`config.mk`:
```
export PLATFORM = sky130hd
export DESIGN_NAME = calendar_date_adder_flat
export DESIGN_NICKNAME = d
export VERILOG_FILES = /design/src/sv/cda_pkg.sv /design/src/sv/cda_in_if.sv /design/src/sv/cda_out_if.sv /design/src/sv/cda_ctrl.sv /design/src/sv/cda_dpath.sv /design/src/sv/calendar_date_adder.sv /design/src/flat_wrapper.sv
export SDC_FILE = /design/constraint.sdc
export NUM_CORES = 1
export LEC_CHECK = 0
export BUFFER_PORTS_ARGS = -buffer_cell sky130_fd_sc_hd__buf_2
export CORE_MARGIN = 5
export CORE_UTILIZATION = 65
export CTS_BUF_LIST = sky130_fd_sc_hd__clkbuf_8 sky130_fd_sc_hd__clkbuf_16
export CTS_CLUSTER_SIZE = 30
export DETAILED_ROUTE_END_ITERATION = 10
export GPL_TIMING_DRIVEN = 1
export HOLD_SLACK_MARGIN = 0.05
export PLACE_DENSITY = 0.83
export SKIP_LAST_GASP = 1
export SLEW_MARGIN = 20
export SYNTH_ARGS = -nofsm -noshare
export SYNTH_HDL_FRONTEND = slang
export SYNTH_SLANG_ARGS = --single-unit
```
`constraint.sdc`:
```
create_clock -name clk -period 13.7 [get_ports clk]
set_input_delay 1.37 -clock clk [delete_from_list [all_inputs] [get_ports clk]]
set_output_delay 1.37 -clock clk [all_outputs]
set_load 0.02 [all_outputs]
```
`src/sv/cda_pkg.sv`:
```
// Shared types and constants for the calendar date adder.
// Operation codes, month length table, reciprocal constants, FSM state and
// the command/status structs between controller and datapath, plus leap and month length helpers. No dependencies.
`default_nettype none

package cda_pkg;

	localparam logic [1:0] OP_DAYS   = 2'd0;
	localparam logic [1:0] OP_MONTHS = 2'd1;
	localparam logic [1:0] OP_YEARS  = 2'd2;
	localparam logic [1:0] OP_NONE   = 2'd3;

	localparam int YEAR_MAX = 16383;

	// floor(v * K >> S) == floor(v / N) over the value ranges used here
	localparam logic [16:0] K12 = 17'd87382;   // /12, S = 20, v < 2^16
	localparam logic [14:0] K25 = 15'd20972;   // /25, S = 19, v < 2^14

	// month 0 and 13..15 never reach the walk; table is padded for safety
	localparam logic [4:0] MONTH_LEN [16] = '{
		5'd31, 5'd31, 5'd28, 5'd31, 5'd30, 5'd31, 5'd30, 5'd31,
		5'd31, 5'd30, 5'd31, 5'd30, 5'd31, 5'd31, 5'd31, 5'd31
	};

	typedef enum logic [2:0] {
		ST_IDLE,
		ST_MDIV,
		ST_MFIX,
		ST_YMUL,
		ST_YMOD,
		ST_WALK,
		ST_CLAMP,
		ST_FIN
	} state_t;

	typedef struct packed {
		logic idle;
		logic mdiv;
		logic mfix;
		logic ymul;
		logic ymod;
		logic walk;
		logic clamp;
		logic fin;
	} cmd_t;

	typedef struct packed {
		logic       in_valid;
		logic       bad_in;
		logic [1:0] op;
		logic       walk_done;
		logic       out_free;
	} sts_t;

	// Gregorian rule from the low year bits and the year modulo 25
	function automatic logic is_leap(input logic [3:0] y_lo, input logic [4:0] mod25);
		return (y_lo[1:0] == 2'd0) && ((mod25 != 5'd0) || (y_lo == 4'd0));
	endfunction

	function automatic logic [4:0] days_of(input logic [3:0] month, input logic leap);
		logic [4:0] len;
		len = MONTH_LEN[month];
		if (month == 4'd2 && leap) begin
			len = 5'd29;
		end
		return len;
	endfunction

endpackage

`default_nettype wire

```
`src/sv/cda_in_if.sv`:
```
// Input channel of the calendar date adder: valid/ready plus the date request.
// No dependencies.
`default_nettype none

interface cda_in_if;
	logic               valid;
	logic               ready;
	logic [1:0]         operation;
	logic signed [15:0] amount;
	logic [13:0]        in_year;
	logic [3:0]         in_month;
	logic signed [6:0]  in_day;

	modport source (output valid, operation, amount, in_year, in_month, in_day,
		input ready);
	modport sink (input valid, operation, amount, in_year, in_month, in_day,
		output ready);
endinterface

`default_nettype wire

```
`src/sv/cda_out_if.sv`:
```
// Output channel of the calendar date adder: valid/ready plus the result date.
// No dependencies.
`default_nettype none

interface cda_out_if;
	logic              valid;
	logic              ready;
	logic [13:0]       out_year;
	logic [3:0]        out_month;
	logic signed [6:0] out_day;
	logic              range_error;

	modport source (output valid, out_year, out_month, out_day, range_error,
		input ready);
	modport sink (input valid, out_year, out_month, out_day, range_error,
		output ready);
endinterface

`default_nettype wire

```
`src/sv/cda_ctrl.sv`:
```
// Controller FSM of the calendar date adder: sequences load, month division,
// year mod 25, month walk (add days) or clamp (add months), and output. Depends on cda_pkg.
`default_nettype none

module cda_ctrl (
	input  wire logic         clk,
	input  wire logic         arst_n,
	input  wire cda_pkg::sts_t sts,
	output cda_pkg::cmd_t     cmd
);

	cda_pkg::state_t state_q, state_d;

	always_ff @(posedge clk or negedge arst_n) begin
		if (!arst_n) begin
			state_q <= cda_pkg::ST_IDLE;
		end else begin
			state_q <= state_d;
		end
	end

	always_comb begin
		state_d = state_q;
		cmd     = '0;
		unique case (state_q)
			cda_pkg::ST_IDLE: begin
				cmd.idle = 1'b1;
				if (sts.in_valid) begin
					state_d = cda_pkg::ST_MDIV;
				end
			end
			cda_pkg::ST_MDIV: begin
				if (sts.bad_in) begin
					state_d = cda_pkg::ST_FIN;
				end else begin
					cmd.mdiv = 1'b1;
					state_d  = cda_pkg::ST_MFIX;
				end
			end
			cda_pkg::ST_MFIX: begin
				cmd.mfix = 1'b1;
				state_d  = cda_pkg::ST_YMUL;
			end
			cda_pkg::ST_YMUL: begin
				cmd.ymul = 1'b1;
				state_d  = cda_pkg::ST_YMOD;
			end
			cda_pkg::ST_YMOD: begin
				cmd.ymod = 1'b1;
				unique case (sts.op)
					cda_pkg::OP_DAYS:   state_d = cda_pkg::ST_WALK;
					cda_pkg::OP_MONTHS: state_d = cda_pkg::ST_CLAMP;
					default:            state_d = cda_pkg::ST_FIN;
				endcase
			end
			cda_pkg::ST_WALK: begin
				cmd.walk = 1'b1;
				if (sts.walk_done) begin
					state_d = cda_pkg::ST_FIN;
				end
			end
			cda_pkg::ST_CLAMP: begin
				cmd.clamp = 1'b1;
				state_d   = cda_pkg::ST_FIN;
			end
			cda_pkg::ST_FIN: begin
				if (sts.out_free) begin
					cmd.fin = 1'b1;
					state_d = cda_pkg::ST_IDLE;
				end
			end
			default: begin
				state_d = cda_pkg::ST_IDLE;
			end
		endcase
	end

endmodule

`default_nettype wire

```
`src/sv/cda_dpath.sv`:
```
// Datapath of the calendar date adder: input capture, reciprocal divide by 12
// and 25, one-month-per-cycle day walk, day clamp and output register.
// Depends on cda_pkg, cda_in_if, cda_out_if.
`default_nettype none

module cda_dpath (
	input  wire logic          clk,
	input  wire logic          arst_n,
	cda_in_if.sink             request,
	cda_out_if.source          result,
	input  wire cda_pkg::cmd_t cmd,
	output cda_pkg::sts_t      sts
);

	// captured request
	logic [1:0]         op_q;
	logic signed [15:0] amt_q;
	logic [13:0]        y0_q;
	logic [3:0]         m0_q;
	logic signed [6:0]  d0_q;

	// working date
	logic signed [16:0] y_q;
	logic [3:0]         m_q;
	logic signed [16:0] d_q;
	logic [4:0]         ymod25_q;

	// month division
	logic [15:0] v_q;
	logic [11:0] q12_q;
	logic        hi_q, lo_q;
	logic [3:0]  s4_q;
	logic [9:0]  q25_q;

	// output register
	logic              out_valid_q;
	logic [13:0]       out_year_q;
	logic [3:0]        out_month_q;
	logic signed [6:0] out_day_q;
	logic              out_err_q;

	logic               load;
	logic signed [16:0] msum, vx;
	logic               m_hi, m_lo;
	logic [32:0]        prod12;
	logic [15:0]        r12w;
	logic [3:0]         r12;
	logic [28:0]        prod25;
	logic [13:0]        m25w;
	logic               leap_cur;
	logic [4:0]         dim, prev_len;
	logic [3:0]         prev_m;
	logic signed [16:0] dim_s, prev_s;
	logic               over, under;
	logic               bad_in, y_err, fin_err;

	assign load          = cmd.idle && request.valid;
	assign request.ready = cmd.idle;

	assign msum   = $signed({13'd0, m0_q}) + 17'(amt_q);
	assign m_hi   = msum > 17'sd12;
	assign m_lo   = msum < 17'sd1;
	assign vx     = m_hi ? (msum - 17'sd1) : (17'sd12 - msum);
	assign prod12 = 33'(vx[15:0]) * 33'(cda_pkg::K12);

	assign r12w = v_q - {1'b0, q12_q, 3'b000} - {2'b00, q12_q, 2'b00};
	assign r12  = r12w[3:0];

	assign prod25 = 29'(y_q[13:0]) * 29'(cda_pkg::K25);
	assign m25w   = y_q[13:0] - {q25_q, 4'b0000} - {1'b0, q25_q, 3'b000} - {4'b0000, q25_q};

	assign leap_cur = cda_pkg::is_leap(y_q[3:0], ymod25_q);
	assign dim      = cda_pkg::days_of(m_q, leap_cur);
	// previous month of January is December, whose length has no leap term
	assign prev_m   = (m_q == 4'd1) ? 4'd12 : (m_q - 4'd1);
	assign prev_len = cda_pkg::days_of(prev_m, leap_cur);
	assign dim_s    = $signed({12'd0, dim});
	assign prev_s   = $signed({12'd0, prev_len});
	assign over     = d_q > dim_s;
	assign under    = d_q <= 17'sd0;

	assign bad_in  = (m0_q == 4'd0) || (m0_q > 4'd12) || (op_q == cda_pkg::OP_NONE);
	assign y_err   = (y_q < 17'sd0) || (y_q > 17'(cda_pkg::YEAR_MAX));
	assign fin_err = bad_in || y_err;

	always_comb begin
		sts           = '0;
		sts.in_valid  = request.valid;
		sts.bad_in    = bad_in;
		sts.op        = op_q;
		sts.walk_done = !over && !under;
		sts.out_free  = !out_valid_q || result.ready;
	end

	always_ff @(posedge clk) begin
		if (load) begin
			op_q  <= request.operation;
			amt_q <= request.amount;
			y0_q  <= request.in_year;
			m0_q  <= request.in_month;
			d0_q  <= request.in_day;
			m_q   <= request.in_month;
			if (request.operation == cda_pkg::OP_YEARS) begin
				y_q <= $signed({3'd0, request.in_year}) + 17'(request.amount);
			end else begin
				y_q <= $signed({3'd0, request.in_year});
			end
			if (request.operation == cda_pkg::OP_DAYS) begin
				d_q <= 17'(request.in_day) + 17'(request.amount);
			end else begin
				d_q <= 17'(request.in_day);
			end
		end
		if (cmd.mdiv) begin
			v_q   <= vx[15:0];
			q12_q <= prod12[31:20];
			hi_q  <= m_hi;
			lo_q  <= m_lo;
			s4_q  <= msum[3:0];
		end
		if (cmd.mfix && op_q == cda_pkg::OP_MONTHS) begin
			priority if (hi_q) begin
				y_q <= y_q + $signed({5'd0, q12_q});
				m_q <= r12 + 4'd1;
			end else if (lo_q) begin
				y_q <= y_q - $signed({5'd0, q12_q});
				m_q <= 4'd12 - r12;
			end else begin
				m_q <= s4_q;
			end
		end
		if (cmd.ymul) begin
			q25_q <= prod25[28:19];
		end
		if (cmd.ymod) begin
			ymod25_q <= m25w[4:0];
		end
		if (cmd.walk) begin
			if (over) begin
				d_q <= d_q - dim_s;
				if (m_q == 4'd12) begin
					m_q      <= 4'd1;
					y_q      <= y_q + 17'sd1;
					ymod25_q <= (ymod25_q == 5'd24) ? 5'd0 : (ymod25_q + 5'd1);
				end else begin
					m_q <= m_q + 4'd1;
				end
			end else if (under) begin
				d_q <= d_q + prev_s;
				m_q <= prev_m;
				if (m_q == 4'd1) begin
					y_q      <= y_q - 17'sd1;
					ymod25_q <= (ymod25_q == 5'd0) ? 5'd24 : (ymod25_q - 5'd1);
				end
			end
		end
		if (cmd.clamp && over) begin
			d_q <= dim_s;
		end
		if (cmd.fin) begin
			out_err_q <= fin_err;
			if (fin_err) begin
				out_year_q  <= y0_q;
				out_month_q <= m0_q;
				out_day_q   <= d0_q;
			end else begin
				out_year_q  <= y_q[13:0];
				out_month_q <= m_q;
				out_day_q   <= d_q[6:0];
			end
		end
	end

	always_ff @(posedge clk or negedge arst_n) begin
		if (!arst_n) begin
			out_valid_q <= 1'b0;
		end else if (cmd.fin) begin
			out_valid_q <= 1'b1;
		end else if (result.ready) begin
			out_valid_q <= 1'b0;
		end
	end

	assign result.valid       = out_valid_q;
	assign result.out_year    = out_year_q;
	assign result.out_month   = out_month_q;
	assign result.out_day     = out_day_q;
	assign result.range_error = out_err_q;

	a_cmd_onehot: assert property (@(posedge clk) disable iff (!arst_n)
		$onehot0(cmd)) else $error("more than one datapath command");

	a_fin_valid: assert property (@(posedge clk) disable iff (!arst_n)
		cmd.fin |=> out_valid_q) else $error("result not presented after finish");

	a_mod25: assert property (@(posedge clk) disable iff (!arst_n)
		cmd.walk |-> ymod25_q < 5'd25) else $error("year mod 25 out of range");

	a_month_ok: assert property (@(posedge clk) disable iff (!arst_n)
		(out_valid_q && !out_err_q) |-> (out_month_q >= 4'd1 && out_month_q <= 4'd12))
		else $error("good result with bad month");

endmodule

`default_nettype wire

```
`src/sv/calendar_date_adder.sv`:
```
// Gregorian date adder: adds days, months or years to a date, one item at a time.
// A bad request goes straight to the output register; the others pass month division and
// year mod 25, then add months clamps the day and add days walks month by month.
// Throughput: one request in flight; the next is taken the cycle after the result is
// registered, which waits until the output register is free.
// Reset (arst_n low) clears the controller state and the output valid; no memories.
`default_nettype none

module calendar_date_adder (
	input wire logic  clk,
	input wire logic  arst_n,
	cda_in_if.sink    request,
	cda_out_if.source result
);

	cda_pkg::cmd_t cmd;
	cda_pkg::sts_t sts;

	cda_ctrl u_ctrl (
		.clk    (clk),
		.arst_n (arst_n),
		.sts    (sts),
		.cmd    (cmd)
	);

	cda_dpath u_dpath (
		.clk     (clk),
		.arst_n  (arst_n),
		.request (request),
		.result  (result),
		.cmd     (cmd),
		.sts     (sts)
	);

endmodule

`default_nettype wire

```
`src/flat_wrapper.sv`:
```
// flat-port wrapper written by rule: the top's interface ports become plain ports
module calendar_date_adder_flat 
  (clk, arst_n, request_valid, request_operation, request_amount, request_in_year, request_in_month, request_in_day, request_ready, result_valid, result_out_year, result_out_month, result_out_day, result_range_error, result_ready);
  cda_in_if request_i ();
  cda_out_if result_i ();
  input wire logic clk;
  input wire logic arst_n;
  input wire logic [$bits(request_i.valid)-1:0] request_valid;
  input wire logic [$bits(request_i.operation)-1:0] request_operation;
  input wire logic [$bits(request_i.amount)-1:0] request_amount;
  input wire logic [$bits(request_i.in_year)-1:0] request_in_year;
  input wire logic [$bits(request_i.in_month)-1:0] request_in_month;
  input wire logic [$bits(request_i.in_day)-1:0] request_in_day;
  output wire logic [$bits(request_i.ready)-1:0] request_ready;
  output wire logic [$bits(result_i.valid)-1:0] result_valid;
  output wire logic [$bits(result_i.out_year)-1:0] result_out_year;
  output wire logic [$bits(result_i.out_month)-1:0] result_out_month;
  output wire logic [$bits(result_i.out_day)-1:0] result_out_day;
  output wire logic [$bits(result_i.range_error)-1:0] result_range_error;
  input wire logic [$bits(result_i.ready)-1:0] result_ready;
  assign request_i.valid = request_valid;
  assign request_i.operation = request_operation;
  assign request_i.amount = request_amount;
  assign request_i.in_year = request_in_year;
  assign request_i.in_month = request_in_month;
  assign request_i.in_day = request_in_day;
  assign request_ready = request_i.ready;
  assign result_valid = result_i.valid;
  assign result_out_year = result_i.out_year;
  assign result_out_month = result_i.out_month;
  assign result_out_day = result_i.out_day;
  assign result_range_error = result_i.range_error;
  assign result_i.ready = result_ready;
  calendar_date_adder u_core (.clk(clk), .arst_n(arst_n), .request(request_i), .result(result_i));
endmodule
```
==> results_dict.tcl, run 1 <==
set metrics [dict create \
    final_global_route_overflow_total 0 \
    cts-buffers-inserted 17 \
    first_pass_iters 8 \
    grt_use_total_pct 32.84 \
    die-area_mm2 0.03345 \
    cts.repair_timing.setup_buffer_count 0 \
    fin_nets 2696 \
    route.detailed.vias_per_inst 6.338 \
    areaGrowthSynthToFinish_pct 6.550 \
    place_ws_ns 3.548 \
    cts-hold-fix-buffers 0 \
    worst_path_max_delay_cell "sky130_fd_sc_hd__xnor2_1" \
    antenna_violating_nets_post_route 0 \
    hold_path_class "reg -> reg" \
    finalInstanceArea_mm2 0.02070 \
    clkSinkCount 143 \
    finalClockSkew_ns 0.01534 \
    fp.dieH_um 182.9 \
    rows 63 \
    cts.htree.levels 4 \
    critical-path-max-stage-delay_ns 0.72 \
    crit_path_start_kind "flip-flop" \
    post_synth.cell_area_avg_um2 8.949 \
    syn-cell-area_mm2 0.01943 \
    synth_nets 2665 \
    fillerInstances 2339 \
    wire_length_of_the_first_global_routing_pass_um 87860 \
    root_buffer_cell "sky130_fd_sc_hd__clkbuf_16" \
    die-width_um 182.9 \
    number_of_remaining_drc_errors 0 \
    synth_largest_area_cell "sky130_fd_sc_hd__ha_1" \
    regArea_mm2 0.003844 \
    grt_pass1_vias 16520 \
    num_io_pins 75 \
    slew_viol_final 0 \
    worst-slew-pin-transition_ns 1.107 \
    starting_density_pct 65.72 \
    final_cycle_share_pct 74.55 \
    post_synth_num_cell_types 89 \
    run_status "finished clean" \
    multiInputGateArea_mm2 0.01403 \
    cap_viol_max_count 0 \
    synth-edff-count 96 \
    placement.io_buffers 74 \
    layout-drive-gt1-share_pct 8.623 \
    wl_per_cell_um 20.98 \
    placedInstanceArea_mm2 0.02015 \
    yosysWarningCount 0 \
    layout_min_cycle_time_ns 10.21 \
    postLayoutCoreUtil_pct 70.03 \
    setup_repair_after_global_routing_missed_its_margin "no" \
    end_kind "flip-flop" \
    cts_resized 0 \
    clkSlewWorstSetupHoldPaths_ns 0.07 \
    arrival_ns 10.51 \
    accumulated_negative_setup_slack_ns 0 \
    worst_ep_required_time_ns 14.00 \
    detailedRoute.firstIterationViolations 1596 \
    initial_antenna_violation_count 4 \
    insertion_delay_ns 0.44 \
    gp_routability_congestion 0.9504 \
    timing.slew.headroom_pct 26.19 \
    total_via_count_in_the_routed_design 16520 \
    synth_area_leaders "sky130_fd_sc_hd__ha_1, sky130_fd_sc_hd__fa_1, sky130_fd_sc_hd__edfxtp_1, sky130_fd_sc_hd__inv_1, sky130_fd_sc_hd__dfxtp_1" \
    core_area_mm2 0.02956 \
    detailed_place_hpwl_um 42810 \
    cts_tree "done" \
    cts_max_path_buffers 2 \
    wirelength_um 54670 \
    finalSetupViolCount 0 \
    asyncSetResetFlopFracSynth_pct 2.797 \
    netlist.area_leader.share_pct 19.51 \
    grt_start_max_net_pins 76 \
    worst-path-max-fanout 12 \
    achievable-frequency_mhz 97.91 \
    synthFlopType "sky130_fd_sc_hd__edfxtp_1" \
    synth-seq-area-share_pct 19.78 \
    ys_ff_latch 143 \
    synthCells 2171 \
    critPathKind "reg -> reg" \
    final.setup.worst_slack_ns 3.486 \
    report.final.hold_viol_count 0 \
]
-- metrics by stage --
| step | std cells | hold slack (ns) |
|---|---|---|
| floorplan | 2171 | 0.5055 |
| global placement | 2573 | 0.5312 |
| detailed placement | 2573 | 0.5329 |
| CTS | 2605 | 0.5504 |
| global route | 2605 | 0.5656 |
| finish | 2606 | 0.5461 |
-- cells by family after synthesis --
logic type	Yosys count	share of synthesized area (%)
buffers and inverters	418	8.218
AO/OA/AOI/OAI	523	18.01
XOR/XNOR	125	5.848
multiplexers	35	1.971
adder cells (fa/ha/maj)	448	34.40
flip-flops	143	19.78
AND/OR/NAND/NOR	479	11.77
-- state kept, by name (all words and copies together) (netlist names), 5 cells and up --
| register | flops |
|---|---|
| u_core.u_dpath.y0_q | 14 |
| u_core.u_dpath.q12_q | 12 |
| u_core.u_dpath.q25_q | 5 |
| u_core.u_dpath.d_q | 17 |
| u_core.u_dpath.y_q | 17 |
| u_core.u_dpath.amt_q | 16 |
| u_core.u_dpath.d0_q | 7 |
| u_core.u_dpath.result.out_day | 7 |
| u_core.u_dpath.result.out_year | 14 |
| u_core.u_dpath.ymod25_q | 5 |
-- layout by cell type (no fill, tap or decap), types with 10 or more instances in the layout --
master	synthesis	final
sky130_fd_sc_hd__nor3_1	44	43
sky130_fd_sc_hd__a22oi_1	16	16
sky130_fd_sc_hd__fa_1	144	144
sky130_fd_sc_hd__o211ai_1	30	30
sky130_fd_sc_hd__nand2b_1	20	20
sky130_fd_sc_hd__and3_1	26	26
sky130_fd_sc_hd__a31oi_1	20	19
sky130_fd_sc_hd__and2_1	12	12
sky130_fd_sc_hd__xor2_1	34	34
sky130_fd_sc_hd__nand3_1	52	52
sky130_fd_sc_hd__edfxtp_1	96	96
sky130_fd_sc_hd__xnor2_1	87	87
sky130_fd_sc_hd__inv_1	334	333
sky130_fd_sc_hd__buf_4	1	21
sky130_fd_sc_hd__nand4_1	10	10
sky130_fd_sc_hd__buf_2	7	74
sky130_fd_sc_hd__nor2b_1	21	21
sky130_fd_sc_hd__nor2_1	105	104
sky130_fd_sc_hd__a221o_1	17	17
sky130_fd_sc_hd__nand2_1	146	146
sky130_fd_sc_hd__o21ai_0	95	95
sky130_fd_sc_hd__o31ai_1	11	11
sky130_fd_sc_hd__ha_1	303	303
sky130_fd_sc_hd__o221ai_1	16	16
sky130_fd_sc_hd__or3_1	10	10
sky130_fd_sc_hd__a21oi_1	138	137
sky130_fd_sc_hd__a211oi_1	13	13
sky130_fd_sc_hd__a21o_1	22	22
sky130_fd_sc_hd__mux2_2	26	26
sky130_fd_sc_hd__dfxtp_1	43	43
sky130_fd_sc_hd__o22ai_1	27	27
sky130_fd_sc_hd__o21bai_1	11	11
sky130_fd_sc_hd__clkbuf_16	0	17
-- path summary, 6_finish.rpt --
kind / from / cells after the start / endpoint / slack [ns]
min in group asynchronous: arst_n / 1 / u_core.u_ctrl.state_q[0]$_DFFE_PN0P_ / 0.73
max reg2reg: u_core.u_dpath.m0_q[0]$_DFFE_PP_ / 35 / u_core.u_dpath.q12_q[11]$_DFFE_PP_ / 3.49
min reg2reg: u_core.u_dpath.y0_q[1]$_DFFE_PP_ / 1 / u_core.u_dpath.result.out_year[1]$_DFFE_PP_ / 0.55
max in group asynchronous: arst_n / 1 / u_core.u_dpath.result.valid$_DFFE_PN0P_ / 12.84
max: u_core.u_dpath.m0_q[0]$_DFFE_PP_ / 35 / u_core.u_dpath.q12_q[11]$_DFFE_PP_ / 3.49
min: u_core.u_dpath.y0_q[1]$_DFFE_PP_ / 1 / u_core.u_dpath.result.out_year[1]$_DFFE_PP_ / 0.55
-- synth_stat cells (all sizes together), types with 13 or more instances --
library cell / n
and2: 13
dfxtp: 43
a221o: 17
a22oi: 16
nand2: 147
o211ai: 30
o221ai: 16
xor2: 36
a21o: 22
nor2b: 21
buf: 16
mux2: 26
o22ai: 27
a31oi: 21
inv: 335
and3: 26
nand3: 52
a21oi: 140
nand2b: 20
clkbuf: 67
a211oi: 14
fa: 144
edfxtp: 96
xnor2: 89
o21ai: 100
nor3: 44
nor2: 108
ha: 303
-- worst max-delay path: cells and delay by family (launching register included) --
kind                     cells  cell delay [ns]
buffers and inverters        6             0.45
AO/OA/AOI/OAI               14             3.59
AND/OR/NAND/NOR              5             1.32
adder cells (fa/ha/maj)      9             3.64
flip-flops                   1             0.39
XOR/XNOR                     1             0.72
-- layout make-up --
cell class                 instances  share of cell area (%)
clock inverter                    15                  0.6105
antenna                            1                 0.01209
timing repair buffer              95                   2.551
sequential                       143                   18.57
clock buffer                      17                   2.055
multi-input combinational       1610                   67.77
inverter                         335                   6.075
tap                              390                   2.357
-- layer usage --
metal | share of wire, % | wire length [µm] | vias up | global-route usage [%]
met4 | 4.6 | 2496 | 6 | 13.53
li1 | - | - | 7655 | -
met2 | 47 | 25470 | 809 | 53.59
met1 | 40 | 21820 | 7879 | 43.27
met3 | 8.9 | 4849 | 169 | 6.307
met5 | 0.070 | 38 | - | 0
Power of run 1 is left out: the tool's default activity adds up to more than one toggle a clock period on the data nets, which glitch-free logic cannot reach.
==> run 2, diff against run 1 <==
- CORE_UTILIZATION: 65 -> 59
- PLACE_DENSITY: 0.83 -> 0.8
- clock period: 13.7 -> 8.88 ns (I/O delays scaled with it)
==> run 2 against run 1 <==
Sequential share of layout area shrank 0.70 points; via count rose by 2.9%; die area rose by 9.6%; register-to-register slack got worse by 3.3 ns; global-route usage fell by 2.9 points; core utilization is 3.9 points lower; first-iteration DRC count grew 15%; clock-buffer cell count grew 2; hold slack worse by 0.30 ns; flip-flop and latch count did not move; critical path type unchanged.
==> results_dict.tcl, run 2 (synthesis results as in run 1) <==
set metrics [dict create \
    cts-buffers-inserted 17 \
    wire_length_of_the_first_global_routing_pass_um 86570 \
    fin_nets 2747 \
    finalHoldWorstSlack_ns 0.2475 \
    num_io_pins 75 \
    critPathKind "reg -> reg" \
    critical-path-max-stage-delay_ns 0.55 \
    postLayoutCoreUtil_pct 66.11 \
    setup_repair_after_global_routing_missed_its_margin "yes" \
    placement.io_buffers 74 \
    crit_path_start_kind "flip-flop" \
    worst_ep_required_time_ns 9.18 \
    setup.reg_to_reg.worst_slack_ns 0.21 \
    worst-path-max-fanout 7 \
    multiInputGateArea_mm2 0.01430 \
    total_via_count_in_the_routed_design 17000 \
    worst-slew-pin-transition_ns 0.9665 \
    layout-drive-gt1-share_pct 12.40 \
    placedInstanceArea_mm2 0.02049 \
    cts.htree.levels 4 \
    end_kind "flip-flop" \
    layout_min_cycle_time_ns 8.671 \
    areaGrowthSynthToFinish_pct 10.71 \
    antenna_violating_nets_post_route 0 \
    fillerInstances 2624 \
    die-width_um 191.5 \
    die-area_mm2 0.03666 \
    finalClockSkew_ns 0.008666 \
    root_buffer_cell "sky130_fd_sc_hd__clkbuf_16" \
    hold_path_class "in -> async" \
    arrival_ns 8.97 \
    clkSinkCount 143 \
    finalInstanceArea_mm2 0.02151 \
    number_of_remaining_drc_errors 0 \
    final_cycle_share_pct 97.65 \
    cts_max_path_buffers 2 \
    insertion_delay_ns 0.44 \
    grt_use_total_pct 29.95 \
    cts_tree "done" \
    grt_start_max_net_pins 44 \
    regToRegStartpoint "u_core.u_dpath.m0_q[3]$_DFFE_PP_" \
    final_global_route_overflow_total 0 \
    initial_antenna_violation_count 3 \
    run_status "finished clean" \
    layout.cells.most_common "sky130_fd_sc_hd__inv_1" \
    starting_density_pct 59.71 \
    mostFrequentLayoutCells "sky130_fd_sc_hd__inv_1, sky130_fd_sc_hd__ha_1, sky130_fd_sc_hd__nand2_1" \
    first_pass_iters 7 \
    cp-startpoint "u_core.u_dpath.m0_q[3]$_DFFE_PP_" \
    achievable-frequency_mhz 115.3 \
    cap_viol_max_count 0 \
    detailedRoute.firstIterationViolations 1831 \
    wl_per_cell_um 20.54 \
    timing.slew.headroom_pct 35.14 \
    rows 66 \
    core_area_mm2 0.03254 \
    biggestRegsByFlops "u_core.u_dpath.d_q: 17 flops, u_core.u_dpath.y_q: 17 flops, u_core.u_dpath.amt_q: 16 flops" \
    detailed_place_hpwl_um 43030 \
    fp.dieH_um 191.5 \
    wirelength_um 55650 \
    worst_path_max_delay_cell "sky130_fd_sc_hd__fa_1" \
    slew_viol_final 0 \
    finalSetupViolCount 0 \
    gp_routability_congestion 0.9923 \
    route.detailed.vias_per_inst 6.276 \
    regArea_mm2 0.003844 \
    report.final.hold_viol_count 0 \
    grt_pass1_vias 16460 \
    clkSlewWorstSetupHoldPaths_ns 0.07 \
]
[run 2: area by class of cell]
class,instances,area share (%)
diodes,1,0.01163
repair buffers,146,4.346
clock inverters,13,0.6981
multi-input cells,1610,66.49
flip-flops and latches,143,17.87
well taps,442,2.571
clock buffers,19,2.158
inverters,335,5.858
[run 2: worst max-delay path, delay by kind of cell (launching register included)]
family	cells	cell delay [ns]
xor+xnor	1	0.30
compound gates	9	2.06
simple gates	9	1.75
fa+ha+maj	8	3.48
flops	1	0.45
buf+inv	6	0.51
[run 2: per-layer routing]
layer | track usage, % | part of all wire (%) | up-vias
li1 | - | - | 7756
met1 | 40.37 | 41 | 8178
met2 | 48.28 | 47 | 868
met3 | 4.474 | 8.5 | 195
met4 | 12.79 | 4.3 | 6
met5 | 0 | 0.059 | -
[run 2: per-stage QoR]
step	instances	setup WS, ns	TNS (ns)
floorplan	2171	0.07267	0
global placement	2662	0.05158	0
detailed placement	2662	-0.1875	-0.3623
CTS	2696	0.02921	0
global route	2708	-0.09365	-0.2084
finish	2709	0.2088	0
[run 2: repair_timing]
action | in CTS | in global routing
setup endpoints to repair | 5 | 9
hold buffers | 0 | 0
setup buffers | 2 | 11
pin swaps | 3 | 16
resized for setup | 13 | 37
[run 2: path summary, 6_finish.rpt]
| kind | end | cells after the start |
|---|---|---|
| worst max register to register | u_core.u_dpath.q12_q[11]$_DFFE_PP_ | 33 |
| worst min register to register | u_core.u_dpath.result.out_day[6]$_DFFE_PP_ | 1 |
| max in group asynchronous | u_core.u_ctrl.state_q[2]$_DFFE_PN0P_ | 1 |
| worst min-delay path | u_core.u_ctrl.state_q[1]$_DFFE_PN0P_ | 1 |
| worst max-delay path | u_core.u_dpath.q12_q[11]$_DFFE_PP_ | 33 |
| min in group clk | u_core.u_dpath.result.out_day[6]$_DFFE_PP_ | 1 |
Power of run 2 is left out for the same reason.
